[config.mk]
export PLATFORM = sky130hd
export DESIGN_NAME = rwsr_queue
export DESIGN_NICKNAME = d
export VERILOG_FILES = /design/src/hdl/rwsr_pkg.sv /design/src/hdl/rwsr_queue.sv
export SDC_FILE = /design/constraint.sdc
export NUM_CORES = 1
export LEC_CHECK = 0
export ABC_AREA = 1
export ABC_CLOCK_PERIOD_IN_PS = 5550
export BUFFER_PORTS_ARGS = -buffer_cell sky130_fd_sc_hd__clkbuf_2
export CAP_MARGIN = 10
export CORE_MARGIN = 4
export CORE_UTILIZATION = 60
export CTS_CLUSTER_DIAMETER = 80
export DETAILED_ROUTE_END_ITERATION = 10
export PLACE_DENSITY = 0.84
export SLEW_MARGIN = 10
export SYNTH_ARGS = -nofsm -noshare
export SYNTH_HDL_FRONTEND = slang
export SYNTH_SLANG_ARGS = --single-unit
[constraint.sdc]
create_clock -name clk -period 5.55 [get_ports clk]
set_clock_uncertainty 0.1 [all_clocks]
set_input_delay 0.2775 -clock clk [delete_from_list [all_inputs] [get_ports clk]]
set_output_delay 0.2775 -clock clk [all_outputs]
set_load 0.02 [all_outputs]
[src/hdl/rwsr_pkg.sv]
package rwsr_pkg;

  localparam int NUM_PARTICLES = 1024;
  localparam int PART_AW = (NUM_PARTICLES > 1) ? $clog2(NUM_PARTICLES) : 1;

  localparam int IDX_W = 10;
  localparam int ANG_W = 16;
  localparam int POS_W = 32;
  localparam int LEN_W = 16;
  localparam int LIM_W = 31;
  localparam int CFG_W = 32;
  localparam int IN_W = 48;   // 42 bits of fields, zero filled to 6 bytes
  localparam int OUT_W = 112; // 106 bits of fields, zero filled to 14 bytes

  // CORDIC: Q1.30 vectors, angles in 2^32 per turn
  localparam int CORDIC_ITERS = 24;
  localparam int CORDIC_LAT = CORDIC_ITERS + 2;
  localparam int CW = 34;
  localparam int ZW = 34;
  localparam int TRIG_W = 32;
  localparam logic signed [CW-1:0] CORDIC_GAIN = 34'sd652032874;

  localparam int DISP_W = 20;  // Q3.16 displacement, |d| < 2^16

  localparam int Q_DEPTH = 4;
  localparam int Q_AW = 2;

  typedef enum logic [1:0] {
    REG_STEP_LENGTH = 2'd0,
    REG_X_LIMIT     = 2'd1,
    REG_Y_LIMIT     = 2'd2,
    REG_Z_LIMIT     = 2'd3
  } reg_index_t;

  typedef enum logic {
    ST_CLEAR,
    ST_RUN
  } back_state_t;

  typedef struct packed {
    logic [LEN_W-1:0] step_length;
    logic [LIM_W-1:0] x_limit;
    logic [LIM_W-1:0] y_limit;
    logic [LIM_W-1:0] z_limit;
  } cfg_t;

  typedef struct packed {
    logic [IDX_W-1:0]         idx;
    logic                     ok;
    logic signed [DISP_W-1:0] dx;
    logic signed [DISP_W-1:0] dy;
    logic signed [DISP_W-1:0] dz;
  } step_t;

  function automatic logic signed [ZW-1:0] atan_turn(input int i);
    case (i)
      0:  return 34'sd536870912;
      1:  return 34'sd316933406;
      2:  return 34'sd167458907;
      3:  return 34'sd85004756;
      4:  return 34'sd42667331;
      5:  return 34'sd21354465;
      6:  return 34'sd10679838;
      7:  return 34'sd5340245;
      8:  return 34'sd2670163;
      9:  return 34'sd1335087;
      10: return 34'sd667544;
      11: return 34'sd333772;
      12: return 34'sd166886;
      13: return 34'sd83443;
      14: return 34'sd41722;
      15: return 34'sd20861;
      16: return 34'sd10430;
      17: return 34'sd5215;
      18: return 34'sd2608;
      19: return 34'sd1304;
      20: return 34'sd652;
      21: return 34'sd326;
      22: return 34'sd163;
      23: return 34'sd81;
      default: return '0;
    endcase
  endfunction

endpackage

[src/hdl/rwsr_queue.sv]
module rwsr_queue
  import rwsr_pkg::*;
(
  input  logic  clk,
  input  logic  rst,
  input  logic  push,
  input  step_t push_data,
  output logic  full,
  input  logic  pop,
  output logic  nonempty,
  output step_t head
);

  step_t          slots [Q_DEPTH];
  logic [Q_AW-1:0] wr_ptr;
  logic [Q_AW-1:0] rd_ptr;
  logic [Q_AW:0]   count;

  assign full     = count == (Q_AW+1)'(Q_DEPTH);
  assign nonempty = count != '0;
  assign head     = slots[rd_ptr];

  always_ff @(posedge clk) begin
    if (push) begin
      slots[wr_ptr] <= push_data;
    end
  end

  always_ff @(posedge clk) begin
    if (rst) begin
      wr_ptr <= '0;
      rd_ptr <= '0;
      count  <= '0;
    end else begin
      if (push) wr_ptr <= wr_ptr + 1'b1;
      if (pop)  rd_ptr <= rd_ptr + 1'b1;
      if (push && !pop)      count <= count + 1'b1;
      else if (pop && !push) count <= count - 1'b1;
    end
  end

endmodule

# Word-level counts from Yosys, hierarchy flattened

Memories as Yosys holds them, arrays and structs flattened. A register that Yosys moved wholly into a read port is not among the register bits.
Index checks and enable logic that the tools add are counted.

$add $sub $neg: 4
Equal/unequal tests: 1
Mux-type cells: 6
Reductions and logical operators: 6

Operators with widths:

| cell                | number |
|---|---|
| $mux 3              | 2 |
| $add 2x1->2 const B | 2 |
| $mux 2              | 2 |
| $add 3x1->3 const B | 1 |
| $eq 3x3->1 const B  | 1 |
| $reduce_bool 3->1   | 1 |
| $sub 3x1->3 const B | 1 |
| $logic_and 1x1->1   | 2 |
| $logic_not 1->1     | 2 |
| $mux 1              | 2 |
| $reduce_bool 2->1   | 1 |

Register bits after elaboration: 7
Bits in writable memories: 284
Input bits: 75
Output and inout bits: 73
Logic and storage cells: 21
Memories kept: 1

Memory list:

| name  | words | bits a word | read ports | clocked after memory_dff | wr ports | line             | source |
|---|---|---|---|---|---|---|---|
| slots | 4     | 71          | 1          | 1                        | 1        | rwsr_queue.sv:14 | `step_t slots [Q_DEPTH];` |

# Longest topological paths before layout

Depth in word-level cells: 4
Mapped depth: 10
Depth with buffers taken out: 10

# Worst setup path before layout

OpenSTA, ideal clock, no wires.

Kind: reg-to-reg
From: reg wr_ptr[0]
To: mem slots[2][0] (netlist name) (enable)
Setup time: 0.425 ns
Arrival time: 1.966 ns
Data required time: 5.025 ns
Path slack: 3.059 ns
Cell stages (with the launch flop): 5
Buffers on the path: 0
Period minus slack after synthesis: 2.491 ns
Cell sequence: dfxtp_1 inv_1 ha_1 nand2_1 inv_1

RTL lines:

| what                     | line             | source |
|---|---|---|
| start: declaration       | rwsr_queue.sv:15 | `logic [Q_AW-1:0] wr_ptr;` |
| start signal: assignment | rwsr_queue.sv:35 | `if (push) wr_ptr <= wr_ptr + 1'b1;` |
| end: declaration         | rwsr_queue.sv:14 |  |

Straight into the memory's write port.

==> results.txt <==
status -> finished, final reports clean
Placed Cells -> 1083
Port Buffers -> 147
final hold violations -> 0
DRC -> 0
final setup fails -> 0
CTS sink cnt -> 293
peak supply drop -> 0.302 mV
maximum clock insertion buffer count -> 3
slew margin rel. -> 34.6%
Setup CP Type -> register to output port
Detail Route Antenna Nets -> 0
Critical Path Max Stage Delay -> 0.57 ns
fraction of registers with async set/reset -> 0%
Die Span Y -> 143 um
Initial Util -> 61.1%
Net count, final -> 1038
H-Tree Depth -> 1
delay-heaviest family, CP -> buffers and inverters
first-pass GRT wire length -> 35400 um
Non-Filler Instances -> 1208
share of cells above drive strength 1 -> 20.6%
CTS root buffer -> clkbuf_16
CTS clk-pin slew, worst paths -> 0.06 ns
top cells by area, synth -> edfxtp_1 (78%), o21ai_0 (6.0%), nor2_1 (5.1%)
Routed met1 length -> 8850 um
min cycle time layout -> 3.30 ns
CTS tree -> yes
gr usage total -> 22.0%
first-pass iteration count of the detailed router -> 5
CORE AREA -> 0.0180 mm^2
worst-path cell chain -> buf_4, inv_2, buf_4, o21ai_0, o22ai_1, clkbuf_2
post-place setup slack -> 2.83 ns
most frequent cells after synthesis -> edfxtp_1 (284), nor2_1 (149), o21ai_0 (132), o22ai_1 (71)
slowest stage cell, crit path -> inv_2
DR WL met2 -> 11700 um
Cell Rows -> 49
Critical Path RT -> 5.17 ns
Max Slew Vio Count -> 0
met3 wire len -> 1580 um
CP arrival -> 2.92 ns
Routed WL -> 22800 um
number of flops mapped to enable cells by yosys -> 284
GP Congestion -> 0.733
vias in the first global route -> 6940
Buf/Inv on CP -> 4
flops & latches, synth -> 293
Worst Max-Slew Pin Slew -> 0.982 ns
Worst-Skew Late Latency -> 0.52 ns
setup ws final -> 2.25 ns
DIE AREA -> 0.0205 mm^2
Post-Syn Nets -> 827
Synth area leader -> edfxtp_1
YS warnings -> 0
RSZ-0062 raised after global routing -> false
TNS Setup -> 0 ns
DRT iter0 DRCs -> 516
Syn Area/Cell -> 14.7 um^2
Finished Core Util -> 74.5%
Detailed Place HPWL -> 11800 um
most used cell, CP -> buf_4
Tightest Hold Check Type -> input port to register
Cells after Synth -> 746
via density per instance -> 5.68
top-count cell post-synth -> edfxtp_1
Area Overhead vs Synth -> 21.9%
grt ovf -> 0
power per cell area -> 365 mW/mm^2
fmax -> 303 MHz
Max-Cap Viols -> 0
Die W -> 143 um
Synth top area share -> 77.7%
Max FO, Critical Path -> 72
buffers inserted by post-CTS timing repair -> 0
synthesized cell area -> 0.0110 mm^2
Min Hold Slack -> 0.0851 ns
CP endpoint kind -> output port
Num CTS Buffers -> 28
top-level I/O count -> 148
Tcrit/Tclk final -> 59.4%
top layer in use -> met4
largest net degree at the start of global routing -> 143
DR vias -> 6861
Leakage Power -> 4.81 nW
crit start category -> register
ys flop type -> edfxtp_1
antenna violations before repair -> 0
post-DR wirelength/cell -> 18.9 um
synth unique cells -> 23
register area share after synthesis -> 79.3%
per-layer routing:
layer / vias up / GRT usage [%]
met5: - / 0
met3: 62 / 3.78
met2: 302 / 38.0
met4: 0 / 8.52
li1: 3221 / -
met1: 3276 / 28.2
area by class of cell:
type / count / area [um^2]
Antenna cell: 1 / 2.50
Clock buffer: 42 / 825
Clock inverter: 9 / 67.6
Fill cell: 1060 / 4580
Inverter: 17 / 73.8
Multi-Input combinational cell: 390 / 1900
Sequential cell: 293 / 8710
Tap cell: 229 / 287
Timing Repair Buffer: 227 / 1520
worst register-to-register path: stages, from the launching register on:
cell	delay (ns)
dfxtp_1	0.36
inv_1	0.09
ha_1	0.20
nand2_1	0.08
clkinv_2	0.62
buf_4	0.56
through the flow:
step | area (um^2) | total power, mW
after global placement | 11800 | 3.07
final | 13400 | 4.89
after floorplan | 11000 | 2.91
after detailed placement | 11800 | 3.08
after CTS | 13400 | 4.91
after global routing | 13400 | 5.07
logic make-up (layout without fill, tap and decap cells):
kind of cell    count (synthesis)  after routing  synth area share [%]
fa+ha+maj                       6              6                 0.752
simple gates                  162            162                  5.58
flops                         293            293                  79.3
xor+xnor                        1              1                0.0798
compound gates                221            221                  10.9
other cells                     0              1                     0
buf+inv                        63            295                  3.37
flip-flops by register name (all words and copies together), names as in the netlist, named ones only:
register,count
slots,284
count,3
rd_ptr,2
wr_ptr,2
cell usage in the layout, fill, tap and decap left out, types with 3 or more instances in the layout:
| cell | n |
|---|---|
| clkbuf_2 | 147 |
| o22ai_1 | 71 |
| dlygate4sd3_1 | 73 |
| o21ai_0 | 132 |
| o21ai_1 | 15 |
| clkbuf_16 | 29 |
| nor2_1 | 149 |
| clkinv_2 | 7 |
| edfxtp_1 | 284 |
| clkbuf_1 | 8 |
| a21oi_1 | 3 |
| dfxtp_1 | 7 |
| ha_1 | 5 |
| nand2_1 | 10 |
| clkbuf_8 | 5 |
| inv_1 | 11 |
| clkinv_1 | 4 |
| buf_4 | 7 |
power by group:
group | switching [mW] | internal (mW)
logic | 0.347 | 0.168
clock network | 0.743 | 1.07
registers | 0.0356 | 2.53
worst paths after layout:
check                                from           to  slack (ns)  depth (start not counted)
worst max-delay path             register     head[22]        2.25                          6
worst min-delay path                 push    wr_ptr[1]        0.09                          3
worst min register to register  rd_ptr[1]     register        0.34                          1
worst max register to register  wr_ptr[0]  slots[0][1]        3.22                          5
repair_timing:
| item | 4_1_cts | 5_1_grt |
|---|---|---|
| hold buffers | 73 | 0 |
| gates resized for setup | 0 | 0 |
| endpoints found under the hold margin | 287 | 0 |
(Power assumes the default switching activity.)
